### src/hw/rtl/assert_macros.svh
// ----------------------------------------------------------------------------
// Assertion macros
// Shared helpers for concurrent checks clocked on clk and held off by rst.
// ----------------------------------------------------------------------------
`ifndef ASSERT_MACROS_SVH
`define ASSERT_MACROS_SVH

// Condition that must hold at every clock edge outside reset.
`define ASSERT_ALWAYS(name, cond, msg) \
  name: assert property (@(posedge clk) disable iff (rst) (cond)) else $error(msg);

// Consequence that must hold in the cycle after the antecedent.
`define ASSERT_NEXT(name, ante, cons, msg) \
  name: assert property (@(posedge clk) disable iff (rst) (ante) |=> (cons)) \
    else $error(msg);

`endif

### src/hw/rtl/bcwt_pkg.sv
// ----------------------------------------------------------------------------
// Bus command word transceiver package
// Widths, request codes, register indexes and reset values of the transceiver.
// ----------------------------------------------------------------------------
`timescale 1ns / 1ps

package bcwt_pkg;

  // Command word, ADC sample, bit position, period, tally and acknowledge widths
  localparam int WORD_BITS   = 32;
  localparam int SAMPLE_BITS = 10;
  localparam int POS_BITS    = $clog2(WORD_BITS);
  localparam int PERIOD_BITS = 16;
  localparam int TALLY_BITS  = 16;
  localparam int ACK_BITS    = 4;

  // Padded bus widths
  localparam int IN_DATA_BITS  = 48;
  localparam int OUT_DATA_BITS = 72;
  localparam int OUT_USED_BITS = 71;

  // Register reset values
  localparam logic [PERIOD_BITS-1:0] BIT_PERIOD_RST  = 16'd1972;
  localparam logic [SAMPLE_BITS-1:0] HIGH_LEVEL_RST  = 10'd138;
  localparam logic [SAMPLE_BITS-1:0] CARRIER_RST     = 10'd370;
  localparam logic [ACK_BITS-1:0]    ACK_WAIT_RST    = 4'd3;

  // Request kinds carried in tuser
  typedef enum logic [1:0] {
    OP_TICK = 2'd0,
    OP_EDGE = 2'd1,
    OP_SEND = 2'd2,
    OP_NONE = 2'd3
  } op_t;

  // Transceiver phase, also reported as the mode field
  typedef enum logic [1:0] {
    PH_IDLE = 2'd0,
    PH_RX   = 2'd1,
    PH_TX   = 2'd2
  } phase_t;

  // Configuration register indexes
  typedef enum logic [1:0] {
    CFG_BIT_PERIOD = 2'd0,
    CFG_HIGH_LEVEL = 2'd1,
    CFG_CARRIER    = 2'd2,
    CFG_ACK_WAIT   = 2'd3
  } cfg_idx_t;

endpackage

### src/hw/rtl/bus_command_word_transceiver.sv
// A result appears on the master side in the cycle after its request is taken.
// One request per cycle while results are read; the single output register frees itself when read.
// Every request gives exactly one result; the timer and shift state step at most once per request.
// Reset (rst, synchronous) idles the transceiver, clears counters, last word and levels,
// and restores the configuration registers to their defaults.
`timescale 1ns / 1ps
`include "assert_macros.svh"

// ----------------------------------------------------------------------------
// Bus command word transceiver
// Receives and sends 32-bit command words on a sampled intercom bus line.
// ----------------------------------------------------------------------------
module bus_command_word_transceiver (
  input  logic                                 clk,
  input  logic                                 rst,
  // Configuration write port
  input  logic                                 cfg_wen,
  input  logic [1:0]                           cfg_index,
  input  logic [bcwt_pkg::PERIOD_BITS-1:0]     cfg_data,
  // Request stream
  input  logic                                 s_tvalid,
  output logic                                 s_tready,
  // bus_sample [9:0], send_word [41:10], zero padding [47:42]
  input  logic [bcwt_pkg::IN_DATA_BITS-1:0]    s_tdata,
  // op [1:0]
  input  logic [1:0]                           s_tuser,
  // Result stream
  output logic                                 m_tvalid,
  input  logic                                 m_tready,
  // line_drive [0], carrier_on [1], mode [3:2], word_ready [4], last_word [36:5],
  // send_ok [37], send_timeout [38], received_total [54:39], sent_total [70:55],
  // zero padding [71]
  output logic [bcwt_pkg::OUT_DATA_BITS-1:0]   m_tdata
);

  import bcwt_pkg::*;

  // Configuration registers
  logic [PERIOD_BITS-1:0] bit_period;
  logic [SAMPLE_BITS-1:0] high_level_code;
  logic [SAMPLE_BITS-1:0] carrier_code;
  logic [ACK_BITS-1:0]    ack_wait_periods;

  // Transceiver state
  phase_t                 phase, phase_next;
  logic [POS_BITS-1:0]    bit_pos, bit_pos_next;
  logic [PERIOD_BITS-1:0] period_left, period_left_next;
  logic [WORD_BITS-1:0]   rx_shift, rx_shift_next;
  logic [WORD_BITS-1:0]   tx_shift, tx_shift_next;
  logic [WORD_BITS-1:0]   held_word, held_word_next;
  logic [TALLY_BITS-1:0]  rx_tally, rx_tally_next;
  logic [TALLY_BITS-1:0]  tx_tally, tx_tally_next;
  logic                   drive_level, drive_level_next;
  logic                   carrier_level, carrier_level_next;
  logic [ACK_BITS-1:0]    ack_count, ack_count_next;

  // Request fields
  op_t                    op;
  logic [SAMPLE_BITS-1:0] bus_sample;
  logic [WORD_BITS-1:0]   send_word;
  logic                   in_take;

  // Per-request events
  logic                   bit_event;
  logic                   sample_high;
  logic [WORD_BITS-1:0]   rx_shift_upd;
  logic [POS_BITS-1:0]    tx_next_pos;
  logic                   word_ready;
  logic                   send_ok;
  logic                   send_timeout;
  logic                   ack_expired;

  assign op         = op_t'(s_tuser);
  assign bus_sample = s_tdata[SAMPLE_BITS-1:0];
  assign send_word  = s_tdata[SAMPLE_BITS +: WORD_BITS];

  // The output register takes a new result whenever it is empty or being read
  assign s_tready = !m_tvalid || m_tready;
  assign in_take  = s_tvalid && s_tready;

  // Configuration writes
  always_ff @(posedge clk) begin
    if (rst) begin
      bit_period       <= BIT_PERIOD_RST;
      high_level_code  <= HIGH_LEVEL_RST;
      carrier_code     <= CARRIER_RST;
      ack_wait_periods <= ACK_WAIT_RST;
    end else if (cfg_wen) begin
      unique case (cfg_idx_t'(cfg_index))
        CFG_BIT_PERIOD: bit_period       <= cfg_data;
        CFG_HIGH_LEVEL: high_level_code  <= cfg_data[SAMPLE_BITS-1:0];
        CFG_CARRIER:    carrier_code     <= cfg_data[SAMPLE_BITS-1:0];
        CFG_ACK_WAIT:   ack_wait_periods <= cfg_data[ACK_BITS-1:0];
        default:        ;
      endcase
    end
  end

  // Bit timing and the received word with the current bit written in
  always_comb begin
    bit_event   = (op == OP_TICK) && (phase != PH_IDLE) && (period_left <= PERIOD_BITS'(1));
    sample_high = bus_sample > high_level_code;
    ack_expired = ack_count >= ack_wait_periods;
    tx_next_pos = bit_pos - POS_BITS'(1);
    rx_shift_upd = rx_shift;
    rx_shift_upd[bit_pos] = sample_high;
  end

  // Event flags reported with this request
  always_comb begin
    word_ready   = bit_event && (phase == PH_RX) && (bit_pos == '0) && (rx_shift_upd != '0);
    send_ok      = bit_event && (phase == PH_TX) && (bit_pos == '0) && !ack_expired &&
                   (bus_sample >= carrier_code);
    send_timeout = bit_event && (phase == PH_TX) && (bit_pos == '0) && ack_expired;
  end

  // Next state
  always_comb begin
    phase_next         = phase;
    bit_pos_next       = bit_pos;
    period_left_next   = period_left;
    rx_shift_next      = rx_shift;
    tx_shift_next      = tx_shift;
    held_word_next     = held_word;
    rx_tally_next      = rx_tally;
    tx_tally_next      = tx_tally;
    drive_level_next   = drive_level;
    carrier_level_next = carrier_level;
    ack_count_next     = ack_count;
    unique case (op)
      OP_EDGE: begin
        // Start reception on a qualified low edge while idle
        if (phase == PH_IDLE && !sample_high) begin
          rx_shift_next    = '0;
          phase_next       = PH_RX;
          bit_pos_next     = POS_BITS'(WORD_BITS - 1);
          period_left_next = bit_period >> 2;
        end
      end
      OP_SEND: begin
        // A send always restarts transmission with the inverted MSB on the line
        tx_shift_next      = send_word;
        phase_next         = PH_TX;
        bit_pos_next       = POS_BITS'(WORD_BITS - 1);
        ack_count_next     = '0;
        carrier_level_next = 1'b1;
        drive_level_next   = !send_word[WORD_BITS-1];
        period_left_next   = bit_period;
      end
      OP_TICK: begin
        if (phase != PH_IDLE) begin
          if (!bit_event) begin
            period_left_next = period_left - PERIOD_BITS'(1);
          end else begin
            period_left_next = bit_period;
            if (phase == PH_RX) begin
              rx_shift_next = rx_shift_upd;
              if (bit_pos == '0) begin
                phase_next = PH_IDLE;
                if (word_ready) begin
                  held_word_next = rx_shift_upd;
                  rx_tally_next  = rx_tally + TALLY_BITS'(1);
                end
              end else begin
                bit_pos_next = bit_pos - POS_BITS'(1);
              end
            end else if (bit_pos != '0) begin
              drive_level_next = !tx_shift[tx_next_pos];
              bit_pos_next     = tx_next_pos;
            end else begin
              // Line released, now watching for the acknowledge voltage
              drive_level_next   = 1'b0;
              carrier_level_next = 1'b0;
              if (send_timeout) begin
                phase_next = PH_IDLE;
              end else begin
                ack_count_next = ack_count + ACK_BITS'(1);
                if (send_ok) begin
                  tx_tally_next = tx_tally + TALLY_BITS'(1);
                  phase_next    = PH_IDLE;
                end
              end
            end
          end
        end
      end
      default: ;
    endcase
  end

  // State registers
  always_ff @(posedge clk) begin
    if (rst) begin
      phase         <= PH_IDLE;
      bit_pos       <= '0;
      period_left   <= '0;
      rx_shift      <= '0;
      tx_shift      <= '0;
      held_word     <= '0;
      rx_tally      <= '0;
      tx_tally      <= '0;
      drive_level   <= 1'b0;
      carrier_level <= 1'b0;
      ack_count     <= '0;
    end else if (in_take) begin
      phase         <= phase_next;
      bit_pos       <= bit_pos_next;
      period_left   <= period_left_next;
      rx_shift      <= rx_shift_next;
      tx_shift      <= tx_shift_next;
      held_word     <= held_word_next;
      rx_tally      <= rx_tally_next;
      tx_tally      <= tx_tally_next;
      drive_level   <= drive_level_next;
      carrier_level <= carrier_level_next;
      ack_count     <= ack_count_next;
    end
  end

  // Output register valid flag
  always_ff @(posedge clk) begin
    if (rst) begin
      m_tvalid <= 1'b0;
    end else if (s_tready) begin
      m_tvalid <= s_tvalid;
    end
  end

  // Output register payload
  always_ff @(posedge clk) begin
    if (in_take) begin
      m_tdata <= {{(OUT_DATA_BITS - OUT_USED_BITS){1'b0}},
                  tx_tally_next, rx_tally_next, send_timeout, send_ok,
                  held_word_next, word_ready, phase_next,
                  carrier_level_next, drive_level_next};
    end
  end

  // The line is only driven under carrier, and the carrier only while sending
  `ASSERT_ALWAYS(a_drive_under_carrier, !drive_level || carrier_level, "line driven without carrier")
  `ASSERT_ALWAYS(a_carrier_in_tx, !carrier_level || phase == PH_TX, "carrier on outside transmit")
  // A qualified edge in idle must start reception
  `ASSERT_NEXT(a_edge_starts_rx, in_take && op == OP_EDGE && phase == PH_IDLE && !sample_high, phase == PH_RX, "qualified edge did not start reception")

endmodule
### config.mk
export PLATFORM = sky130hd
export DESIGN_NAME = bus_command_word_transceiver
export DESIGN_NICKNAME = d
export VERILOG_FILES = /design/src/hw/rtl/bcwt_pkg.sv /design/src/hw/rtl/bus_command_word_transceiver.sv
export VERILOG_INCLUDE_DIRS = /design/src /design/src/hw/rtl
export SDC_FILE = /design/constraint.sdc
export NUM_CORES = 1
export LEC_CHECK = 0
export ABC_AREA = 0
export BUFFER_PORTS_ARGS = -buffer_cell sky130_fd_sc_hd__buf_2
export CAP_MARGIN = 20
export CELL_PAD_IN_SITES_DETAIL_PLACEMENT = 0
export CELL_PAD_IN_SITES_GLOBAL_PLACEMENT = 2
export CORE_MARGIN = 2
export CORE_UTILIZATION = 40
export DETAILED_ROUTE_END_ITERATION = 8
export GPL_TIMING_DRIVEN = 0
export PLACE_DENSITY_LB_ADDON = 0.08
export SLEW_MARGIN = 20
export SYNTH_ARGS = -nofsm -noshare
export SYNTH_HDL_FRONTEND = slang
export SYNTH_SLANG_ARGS = --single-unit
### constraint.sdc
create_clock -name clk -period 9.4 [get_ports clk]
set_input_delay 1.88 -clock clk [delete_from_list [all_inputs] [get_ports clk]]
set_output_delay 1.88 -clock clk [all_outputs]
set_load 0.03 [all_outputs]
# Yosys cells after proc, flatten, opt, wreduce, memory -nomap -nowiden
# Cells that the tools add are included.
word_totals:
  register_bits: 269
  word_cells: 148
  inputBits: 73
classes:
  n_addsub: 5
  order_cmp: 7
  n_mux: 65
  reduce_logical: 38
  eq_ne: 16
ops:
  columns: ["op", "n"]
  rows:
  - ["32-bit two-way mux", 10]
  - ["16-bit two-way mux", 16]
  - ["32-bit case mux with 2 select lines", 1]
  - ["16-bit case mux with 3 select lines", 1]
  - ["16-bit by 1-bit adder with 16-bit output, second input constant", 2]
  - ["32-bit bitwise mux", 1]
  - ["32-bit nonzero test", 1]
  - ["5-bit two-way mux", 6]
  - ["4-bit two-way mux", 5]
  - ["16-bit by 1-bit less-or-equal comparator with 1-bit output, second input constant", 1]
  - ["2-bit two-way mux", 8]
  - ["16-bit by 1-bit subtractor with 16-bit output, second input constant", 1]
  - ["5-bit case mux with 3 select lines", 1]
  - ["7-bit AND reduction", 2]
  - ["1-bit logical AND", 13]
  - ["5-bit by 6-bit less-than comparator with 1-bit output, second input constant", 2]
  - ["10-bit >= comparator", 1]
  - ["10-bit greater-than comparator", 1]
  - ["1-bit two-way mux", 10]
  - ["2-bit != test, second input constant", 5]
  - ["2-bit AND reduction", 5]
  - ["2-bit equality test, second input constant", 4]
  - ["4-bit case mux with 2 select lines", 1]
  - ["2-bit by 1-bit equality test with 1-bit output, second input constant", 3]
  - ["20 further kinds", 30]

# Depth between registers and ports, before layout
# Gate-level depths: netlist (run 1).
logic_depth:
  ltp_word: 14
  ltp_mapped: 15
  mapped_depth_nobuf: 10

# Worst setup path after synthesis (run 1)
# No wires, ideal clock.
synth_timing:
  path_type: "input to register"
  startpoint: "input port m_tready"
  endpoint: "register rx_shift[10]"
  t_required_ns: 9.340
  arrival_ns: 5.800
  setup_ns: 0.060
  path_stages: 9
  setup_slack_ns: 3.540
  path_cell_list: "nand2b_1 nand2_1 clkinv_1 and3_1 a21oi_1 nor2b_1 clkbuf_1 clkbuf_1 a22o_1"
synth_via:
  elab_chain_cells: 3
synth_rtl:
  columns: ["element", "line", "text"]
  rows:
  - ["start: declaration", "bus_command_word_transceiver.sv:29", "input logic m_tready,"]
  - ["1-bit logical OR", "bus_command_word_transceiver.sv:78", "assign s_tready = !m_tvalid || m_tready;"]
  - ["1-bit logical AND", "bus_command_word_transceiver.sv:79", "assign in_take = s_tvalid && s_tready;"]
  - ["via in_take", "bus_command_word_transceiver.sv:61", "logic in_take;"]
  - ["6-bit AND reduction (no source line)", null, null]
  - ["end signal: assignment", "bus_command_word_transceiver.sv:209", "rx_shift <= rx_shift_next;"]
  - ["end: declaration", "bus_command_word_transceiver.sv:48", "logic [WORD_BITS-1:0] rx_shift, rx_shift_next;"]
# The timed path passes the listed nets, and every way through them passes these cells.
# A chain may end at the register's enable or synchronous reset.

# Worst setup path after layout (run 1)
layout_timing:
  startpoint: "input port s_tdata[7] in the netlist's numbering"
  endpoint: "register rx_shift[22]"
layout_via:
  elab_chain_cells: 6
  elab_cells_between_ends: 10
  cone_classes: "1 x order compare; 1 x eq/ne; 5 x mux; 3 x reduce/logical"
layout_rtl:
  columns: ["element", "line", "text"]
  rows:
  - ["start: declaration", "bus_command_word_transceiver.sv:24", "input logic [bcwt_pkg::IN_DATA_BITS-1:0] s_tdata,"]
  - ["10-bit greater-than comparator *", "bus_command_word_transceiver.sv:102", "sample_high = bus_sample > high_level_code;"]
  - ["32-bit bitwise mux", "bus_command_word_transceiver.sv:106", "rx_shift_upd[bit_pos] = sample_high;"]
  - ["32-bit two-way mux", "bus_command_word_transceiver.sv:156", "if (phase == PH_RX) begin"]
  - ["32-bit two-way mux", "bus_command_word_transceiver.sv:152", "if (!bit_event) begin"]
  - ["32-bit two-way mux", "bus_command_word_transceiver.sv:151", "if (phase != PH_IDLE) begin"]
  - ["32-bit case mux with 2 select lines", "bus_command_word_transceiver.sv:130", "unique case (op)"]
# Mark *: on every way between the ends. The rest lies on a longest branch, timed or not. The select of a mux whose other input is x is not followed.

==> impl_results.md, run 1 <==
- Die area: ~0.034 mm²
- Sw Ratio: between 20% and 30%
- Initial antenna violation count: 0
- Fmax: 0.193 GHz
- Average via count per standard cell: 5.34
- H-tree levels: 1
- Crit start category: input pin
- Final Skew: around 0.012 ns
- Post-route cell area: 0.0154 mm²
- Tot Pwr: ~2.7 mW
- Worst-Margin Slew: 1.02 ns
- Cts bufs inserted: 31
- Area growth, synth to finish: 17.1%
- Drc violations: 0
- Final Hold Fails: 0
- RSZ-0062 raised after global routing: false
- Crit Path Max Fanout: 10
- Clk slew on worst S/H paths: 0.06 ns
- Share of cells above drive strength 1: approximately 16%
- Tmin final: approximately 5.2 ns
- Starting Density: 40.5%
- CTS sink cnt: approximately 270
- Pre-CTS setup slack: 3.70 ns
- Die Span X: between 150 and 200 µm
- Register area: between 0.006 and 0.007 mm²
- Final nets: 1702
- Detailed Routing Iterations Pass 1: 5
- Crit Path Class: in2reg
- First-pass GRT wire length: 59100 µm
- Worst IR drop on VDD: about 0.00014 V
- DRT Wirelength: 38000 µm
- Post-CTS Setup Inserts: 0
- ANT nets after route: 0
- Layout Cells excl Fill: between 2k and 2.5k
- Synthesized area: 0.0132 mm²
- Number of diodes: 0
- Setup ws final: 4.22 ns
- Post-synthesis async set-or-reset flop share: 0%
- Max-slew violation count: 0
- Number of global-route vias before repair: between 10k and 15k
- Layout Utilization: between 40% and 50%
- FP Rows: 66
- Routability congestion estimate: 0.890
- Status: finished, final reports clean
- Max Cap Violations: 0
- Power Internal: 2.03 mW
- Combinational Power Share: 11.5%
- Seq cells post-synth: 269
- Sequential area share after synthesis: 46.3%
- Commonest cells in the netlist: 198 x dfxtp_1, 197 x nand2_1, 142 x nor2_1, 96 x a21oi_1, 78 x clkbuf_1
- Synth unique cells: 73
- PostCTS Resize Cnt: 0
- Die H: 185 µm
- Slew headroom: 31.2%
- Area fraction of the dominant cell type after synthesis: around 30%
- Largest cells by area after synthesis: dfxtp_1 30%, edfxtp_1 16%, nand2_1 5.6%
- Setup TNS: 0 ns
- I/O Pins: roughly 150
- EDFF count, synth: 71
- Worst Path Arrival: 5.68 ns
- Gr usage total: 22.0%
- Clock tree buffer depth: 3
- Hold-fix buffers, CTS: 0
- 1st-iter DRT viols: 746
- WP data required: 9.90 ns
- Syn_nets: 1532
- Buffers on Ports: about 140
- Core Region: 0.0325 mm²
- Hold Crit Class: reg2reg
- Footprint of the multi-input gates: 0.00652 mm²
- Synthesized instance count: 1425
- Root Driver: clkbuf_16
- Seq pwr share: roughly 45%
- GRT overflow: 0
- Worst hold slack: 0.453 ns
- Fillers: 3244
- Clk_lat worst skew: 0.56 ns
- Syn avg cell area: between 9 and 10 µm²
- Ys Warns: 0
- DP Cell Count: 2004
- DPL Wire Length: around 27000 µm
- Psw: 0.713 mW
- PD cells: 178 mW/mm²
- Main synth FF type: dfxtp_1
- CTS tree: done
- Clock Power Share: between 40% and 50%
- Most frequent cell after synthesis: dfxtp_1
- CP Capture Type: flop
- Final Setup Violations: 0
- Final Cycle Share: a little under three fifths
- DR vias: 11.0k
- Largest net degree at the start of global routing: 80
- DR WL/cell: 18.4 µm
- Pleak: 6.19 nW
- Yosys top cell by area: dfxtp_1
- DP Area: between 0.01 and 0.015 mm²
==> logic make-up (layout without fill, tap and decap cells) <==
kind of cell,after synthesis,in the layout,synth area share [%]
adders and majority gates,34,34,3.23
buffers and inverters,138,332,4.14
DFF,269,269,46.3
other,1,1,0.0285
AOI/OAI and AO/OA,316,316,15.6
xor gates and xnor gates,59,59,3.93
muxes,92,92,8.36
and+or+nand+nor,516,516,18.4
==> cell usage in the layout (no fill, tap or decap), types with 8 or more instances in the layout <==
cell type    n
dfxtp_1    198
nand4_1     13
nor2b_1      8
mux4_2      10
or2_2       13
xnor2_1     27
inv_1       39
nor4_1      11
nand2_1    197
a211oi_1    16
mux2i_1     39
edfxtp_1    71
mux2_2      43
nand2b_1    15
xor2_1      32
buf_1        8
a21oi_1     96
o21ai_0     67
clkbuf_1    90
nand3_1     23
nor3_1      27
nor2_1     142
ha_1        34
clkbuf_16   31
o31ai_1     32
nand3b_1    14
buf_2      143
or3_1       24
a22o_1      29
==> metal layers <==
metal	part of all wire (%)	global-route usage (%)	up-vias
li1	-	-	5437
met1	47	30.4	5251
met2	46	36.2	257
met3	4.6	2.97	57
met4	2.6	5.87	0
met5	0	0	-
==> worst paths after layout <==
path                                      to          from  slack, ns  depth (start not counted)
worst max-delay path            rx_shift[22]    s_tdata[7]       4.22                         12
worst min-delay path            tx_shift[13]  tx_shift[13]       0.45                          2
worst max register to register  held_word[9]    bit_pos[0]       4.70                         15
worst min register to register  tx_shift[13]  tx_shift[13]       0.45                          2
==> flip-flops by register name, indices dropped and copies added (netlist names) <==
| register | cells |
|---|---|
| m_tdata | 71 |
| held_word | 32 |
| rx_shift | 32 |
| tx_shift | 32 |
| bit_period | 16 |
| period_left | 16 |
| rx_tally | 16 |
| tx_tally | 16 |
| carrier_code | 10 |
| high_level_code | 10 |
| bit_pos | 5 |
| ack_count | 4 |
| ack_wait_periods | 4 |
| phase | 2 |
| carrier_level | 1 |
| drive_level | 1 |
| m_tvalid | 1 |
==> worst max-delay path, stage by stage <==
cell      delay [ns]
buf_2           0.12
ha_1            0.31
a21o_1          0.16
a21oi_1         0.14
nor2b_1         0.08
nor4_1          0.86
or2_2           0.24
clkbuf_1        0.30
a21oi_1         0.28
nor4_4          0.65
clkbuf_1        0.44
a22o_1          0.22
==> power groups by stage <==
stage,sequential [mW],combinational [mW],clock (mW)
2_1_floorplan,1.29,0.179,0
3_3_place_gp,1.27,0.315,0
3_5_place_dp,1.27,0.316,0
4_1_cts,1.24,0.318,1.22
5_1_grt,1.25,0.348,1.27
6_report,1.24,0.315,1.19
==> area by class of cell <==
type	count	area share (%)
Buffer	97	2.53
Clock buffer	46	5.60
Clock inverter	11	0.853
Inverter	41	1.03
Multi-Input combinational cell	1018	42.4
Sequential cell	269	39.6
Tap cell	442	3.59
Timing Repair Buffer	137	4.45
Note: power is estimated with default switching activity, not from simulation.
==> run 2: changes to the inputs <==
CORE_UTILIZATION = 33   (was 40)
clock period = 4.2 ns   (was 9.4 ns; I/O delays follow)
==> run 2 against run 1 <==
Effect of this change:
- global-route usage fell by 2.3 points
- final area up 1.6%
- sequential cell count is the same
- setup slack got worse by 3.9 ns
- non-clock buffer count shrank 1
- core utilization shrank 7.9 points
- final cell count grew 4.0%
- clock power rose by 150%
- register-to-register slack got worse by 4.4 ns
==> impl_results.md, run 2 (same netlist as run 1, synthesis figures left out) <==
- DR vias: 10.9k
- 1st-iter DRT viols: 561
- Final Hold Fails: 0
- Layout Cells excl Fill: 2143
- Die Span X: 204 µm
- Gr usage total: between 10% and 20%
- Root Driver: clkbuf_16
- Pre-CTS setup slack: -0.616 ns
- PD cells: ~400 mW/mm²
- Hold path startpoint: tx_shift[1]
- RSZ-0062 raised after global routing: false
- CTS sink cnt: roughly 270
- Hold-fix buffers, CTS: 0
- Crit Path Max Fanout: 10
- DPL Wire Length: 29500 µm
- First-pass GRT wire length: 63800 µm
- Final Setup Violations: 0
- Pleak: 6.26 nW
- Fillers: 4037
- Clk slew on worst S/H paths: roughly 0.06 ns
- Biggest register: m_tdata
- Most frequent cells in the layout: 198 x dfxtp_1, 195 x nand2_1, 144 x buf_2
- DP Area: 0.0145 mm²
- Initial antenna violation count: 3
- Max Cap Violations: 0
- CTS tree: done
- Tot Pwr: 6.42 mW
- Crit path max-delay cell type: mux2_2
- Max-slew violation count: 0
- Average via count per standard cell: 5.10
- Crit start category: flop
- Hold Crit Class: reg2reg
- Cell mode on critical path: buf_2
- Clk_lat worst skew: 0.57 ns
- DP Cell Count: 2087
- Largest register FFs: 71
- Detailed Routing Iterations Pass 1: 7
- Share of cells above drive strength 1: 17.7%
- Final Cycle Share: 93.0%
- WP data required: 4.51 ns
- H-tree levels: 1
- Worst Path Arrival: about 4.2 ns
- Slew headroom: 37.2%
- Slowest stage delay, CP: roughly 0.39 ns
- Fmax: 0.256 GHz
- Cts bufs inserted: 31
- Core Region: approximately 0.040 mm²
- DR WL/cell: 19.0 µm
- GRT overflow: 0
- Buffers on Ports: around 140
- Worst-Margin Slew: 0.938 ns
- Worst IR drop on VDD: about 0.00028 V
- Worst Setup SP: bit_pos[0]
- Number of global-route vias before repair: 10.8k
- Final nets: 1701
- CP Capture Type: flop
- Routability congestion estimate: 0.832
- Status: finished, final reports clean
- Die H: 204 µm
- Largest net degree at the start of global routing: 80
- FP Rows: 73
- Drc violations: 0
- Most common cell after layout, fill and taps aside: dfxtp_1
- Die area: between 0.04 and 0.05 mm²
- Crit Path Class: reg2reg
- Clock tree buffer depth: 3
- I/O Pins: 147
- Tmin final: between 3 and 4 ns
- Layout Utilization: 39.6%
- Post-route cell area: 0.0157 mm²
- Final Skew: 0.0162 ns
- ANT nets after route: 0
- Setup ws final: just under 0.3 ns
- RR Startpoint: bit_pos[0]
- DRT Wirelength: 40700 µm
- Starting Density: 33.3%
- Area growth, synth to finish: 19.0%
- Worst-path cell chain: clkbuf_4 > inv_1 > ha_2 > nand2_2 > o31ai_1 > o2111ai_1 > nor4bb_1 > nand4_1 > o21ai_2 > buf_2 > buf_2 > mux2_2
run 2: cell count changes in the layout (fill, tap and decap cells not counted), moves of 3 or more:
cell,previous run,this run
clkbuf_1,90,81
clkbuf_2,0,3
clkbuf_8,3,8
clkinv_1,6,1
run 2: layer usage:
layer | GRT usage, % | wire length, µm | up-vias
met5 | 0 | 13 | -
met4 | 4.41 | 637 | 2
met1 | 28.0 | 19800 | 5272
met3 | 2.57 | 1600 | 41
met2 | 31.9 | 18600 | 185
li1 | - | - | 5434
run 2: worst max-delay path, delay by kind of cell, from the launching register on:
family,cells,cell delay (ns)
buf+inv,4,0.98
simple gates,3,0.82
compound gates,3,0.77
mux,1,0.39
flops,1,0.36
fa+ha+maj,1,0.34
run 2: path summary, 6_finish.rpt:
path,end,slack (ns),cells past startpoint
worst min register to register,tx_shift[1],0.45,2
worst max-delay path,m_tdata[7],0.29,12
worst min-delay path,tx_shift[1],0.45,2
worst max register to register,m_tdata[7],0.29,12
run 2: metrics by stage:
step / setup TNS (ns) / hold slack (ns)
2_1_floorplan: 0 / 0.433
3_3_place_gp: -60.82 / 0.441
3_5_place_dp: -41.54 / 0.445
4_1_cts: 0 / 0.454
5_1_grt: 0 / 0.472
6_report: 0 / 0.452
run 2: layout make-up:
cell class,count,area (µm²),share of cell area [%]
clock buffers,49,945,6.04
flip-flops and latches,269,6100,38.9
repair buffers,139,701,4.48
diodes,1,2.50,0.0160
well taps,525,657,4.20
inverters,41,159,1.02
plain buffers,94,388,2.48
clock inverters,7,160,1.02
multi-input cells,1018,6550,41.8
run 2: repair_timing:
item,CTS,global route
resized for setup,5,10
pin swaps,1,0
gates cloned,0,0
setup endpoints to repair,96,61
setup buffers,2,0
run 2: power by group:
part / internal [mW] / switching (mW)
Combinational: 0.228 / 0.491
Sequential: 2.74 / 0.0451
Clock: 1.83 / 1.09
Total: 4.80 / 1.62
==> run 3: changes to the inputs <==
clock period = 3.2 ns   (was 4.2 ns; I/O delays follow)
==> run 3 against run 2 <==
Effect of this change:
- sequential share of layout area fell by 1.4 points
- count of clock-buffer cells in the layout down 3
- die area unchanged
- clock skew grew 0.0074 ns
- sequential power increased by 32%
- total power grew 38%
- setup slack lost 0.21 ns
- final area is 4.0% higher
- combinational power is 42% higher
- via count is 1.2% higher
- core utilization grew 1.6 points
- sequential cell count is the same
- critical path type unchanged
==> impl_results.md, run 3 (same netlist as run 1, synthesis figures left out) <==
- Fillers: 4001
- DPL Wire Length: 29400 µm
- Die area: 0.0415 mm²
- Clock Power Share: 47.2%
- Worst Path Arrival: around 3.4 ns
- Combinational Power Share: between 10% and 20%
- Fmax: 0.321 GHz
- WP data required: 3.46 ns
- Die Span X: approximately 200 µm
- Final Setup Violations: 0
- CP Capture Type: flop
- Number of global-route vias before repair: 10.7k
- Status: finished, final reports clean
- Cts bufs inserted: 34
- First-pass GRT wire length: 63900 µm
- Tot Pwr: 8.84 mW
- Worst hold slack: 0.320 ns
- R2R setup slack: 0.08 ns
- Average via count per standard cell: 5.12
- Psw: roughly 2.3 mW
- Routability congestion estimate: 0.846
- Number of diodes: 0
- Root Driver: clkbuf_16
- H-tree levels: 2
- Biggest register: m_tdata
- Crit Path Max Fanout: 9
- Most frequent cells in the layout: 193 x nand2_1, 192 x dfxtp_1, 140 x buf_2
- Sw Ratio: 25.5%
- Largest net degree at the start of global routing: 80
- Final Hold Fails: 0
- Detailed Routing Iterations Pass 1: 5
- Hold Crit Class: in2reg
- Initial antenna violation count: 3
- Pleak: 6.55 nW
- Slew headroom: around two fifths
- Drc violations: 0
- Reg2reg end: m_tdata[9]
- RR Startpoint: bit_pos[0]
- Most common cell after layout, fill and taps aside: nand2_1
- Crit path capture: m_tdata[9]
- FP Rows: 73
- Core Region: 0.0395 mm²
- Max-slew violation count: 0
- Final Skew: 0.0236 ns
- CTS tree: done
- Tmin final: 3.12 ns
- Die H: roughly 200 µm
- Share of cells above drive strength 1: 22.2%
- I/O Pins: between 100 and 150
- Worst-Margin Slew: ~0.9 ns
- Clk_lat worst skew: roughly 0.54 ns
- Final Cycle Share: 97.5%
- CTS sink cnt: 269
- DR vias: 11.1k
- 1st-iter DRT viols: 551
- Clk slew on worst S/H paths: ~0.06 ns
- PD cells: 543 mW/mm²
- Final nets: 1719
- Clock tree buffer depth: 3
- Worst IR drop on VDD: ~0.00034 V
- Buffers on Ports: roughly 140
- Reg2Reg Depth: 13
- GRT overflow: 0
- Starting Density: 33.3%
- ANT nets after route: 0
- DR WL/cell: approximately 19 µm
- Largest register FFs: between 70 and 80
- Gr usage total: about a fifth
- DRT Wirelength: 41400 µm
- Crit start category: flop
- Worst Setup SP: bit_pos[0]
- Power Internal: ~6.6 mW
- Crit Path Class: reg2reg
- Max Cap Violations: 0
- Seq pwr share: between 40% and 50%
- Area growth, synth to finish: 23.8%
## run 3: cell count changes in the layout (fill, tap and decap cells not counted), moves of 5 or more
cell / before / now
clkbuf_1: 81 / 57
buf_4: 7 / 25
clkbuf_2: 3 / 12
buf_6: 0 / 6
dfxtp_1: 198 / 192
clkbuf_16: 32 / 37
## run 3: area by class of cell
type / instances / area [µm²] / area share [%]
timing repair buffer: 162 / 881 / 5.41
clock buffer: 46 / 990 / 6.08
sequential: 269 / 6110 / 37.5
multi-input combinational: 1018 / 6770 / 41.6
tap: 525 / 657 / 4.03
clock inverter: 14 / 218 / 1.34
inverter: 41 / 174 / 1.07
buffer: 86 / 487 / 2.99
## run 3: worst max-delay path: stages (launching register included)
cell and delay, ns:
dfxtp_4 0.36, buf_12 0.13, clkinvlp_4 0.11, ha_4 0.23, buf_4 0.15, nand3_2 0.26
o22ai_1 0.25, and4_1 0.20, nand4_1 0.09, buf_4 0.17, o21ai_4 0.23, buf_6 0.15
clkbuf_8 0.15, mux2_2 0.36
## run 3: metrics by stage
stage / setup WS (ns) / std cells / TNS [ns] / instance area (µm²) / util, %
after floorplan: 0.00852 / 1425 / 0 / 13200 / -
after global placement: -1.36 / 2087 / -157.45 / 14500 / 36.7
after detailed placement: -1.28 / 2087 / -140.47 / 14500 / 36.7
after CTS: 0.00292 / 2152 / 0 / 16100 / 40.6
after global routing: -0.0204 / 2161 / -0.0946 / 16300 / 41.2
final: 0.0809 / 2161 / 0 / 16300 / 41.2
## run 3: power by group through the flow
stage          clock [mW]  sequential (mW)  combinational [mW]
2_1_floorplan           0             3.80               0.528
3_3_place_gp            0             3.72               0.948
3_5_place_dp            0             3.72               0.949
4_1_cts              4.29             3.66               0.989
5_1_grt              4.41             3.67                1.11
6_report             4.17             3.66                1.02
## run 3: timing repair
item	4_1_cts	5_1_grt
pin swaps	10	13
cloned	1	0
setup endpoints to repair	165	124
setup buffers	12	12
hold buffers	0	0
gates resized for setup	80	44
## run 3: per-layer routing
layer / track usage (%) / wire length [µm] / up-vias
met5: 0 / 25 / -
met4: 5.89 / 781 / 4
met3: 2.99 / 1580 / 60
met2: 32.3 / 19000 / 216
met1: 27.7 / 20000 / 5303
li1: - / - / 5477
## run 3: how the worst min path moves through the flow
stage                     endpoint          from  cells past startpoint  slack (ns)
floorplan             tx_shift[13]  tx_shift[13]                      2        0.43
global placement      tx_shift[17]  tx_shift[17]                      2        0.44
detailed placement    tx_shift[17]  tx_shift[17]                      2        0.44
CTS                 bit_period[10]  cfg_data[10]                      3        0.29
global route        bit_period[10]  cfg_data[10]                      3        0.35
finish              bit_period[10]  cfg_data[10]                      3        0.32
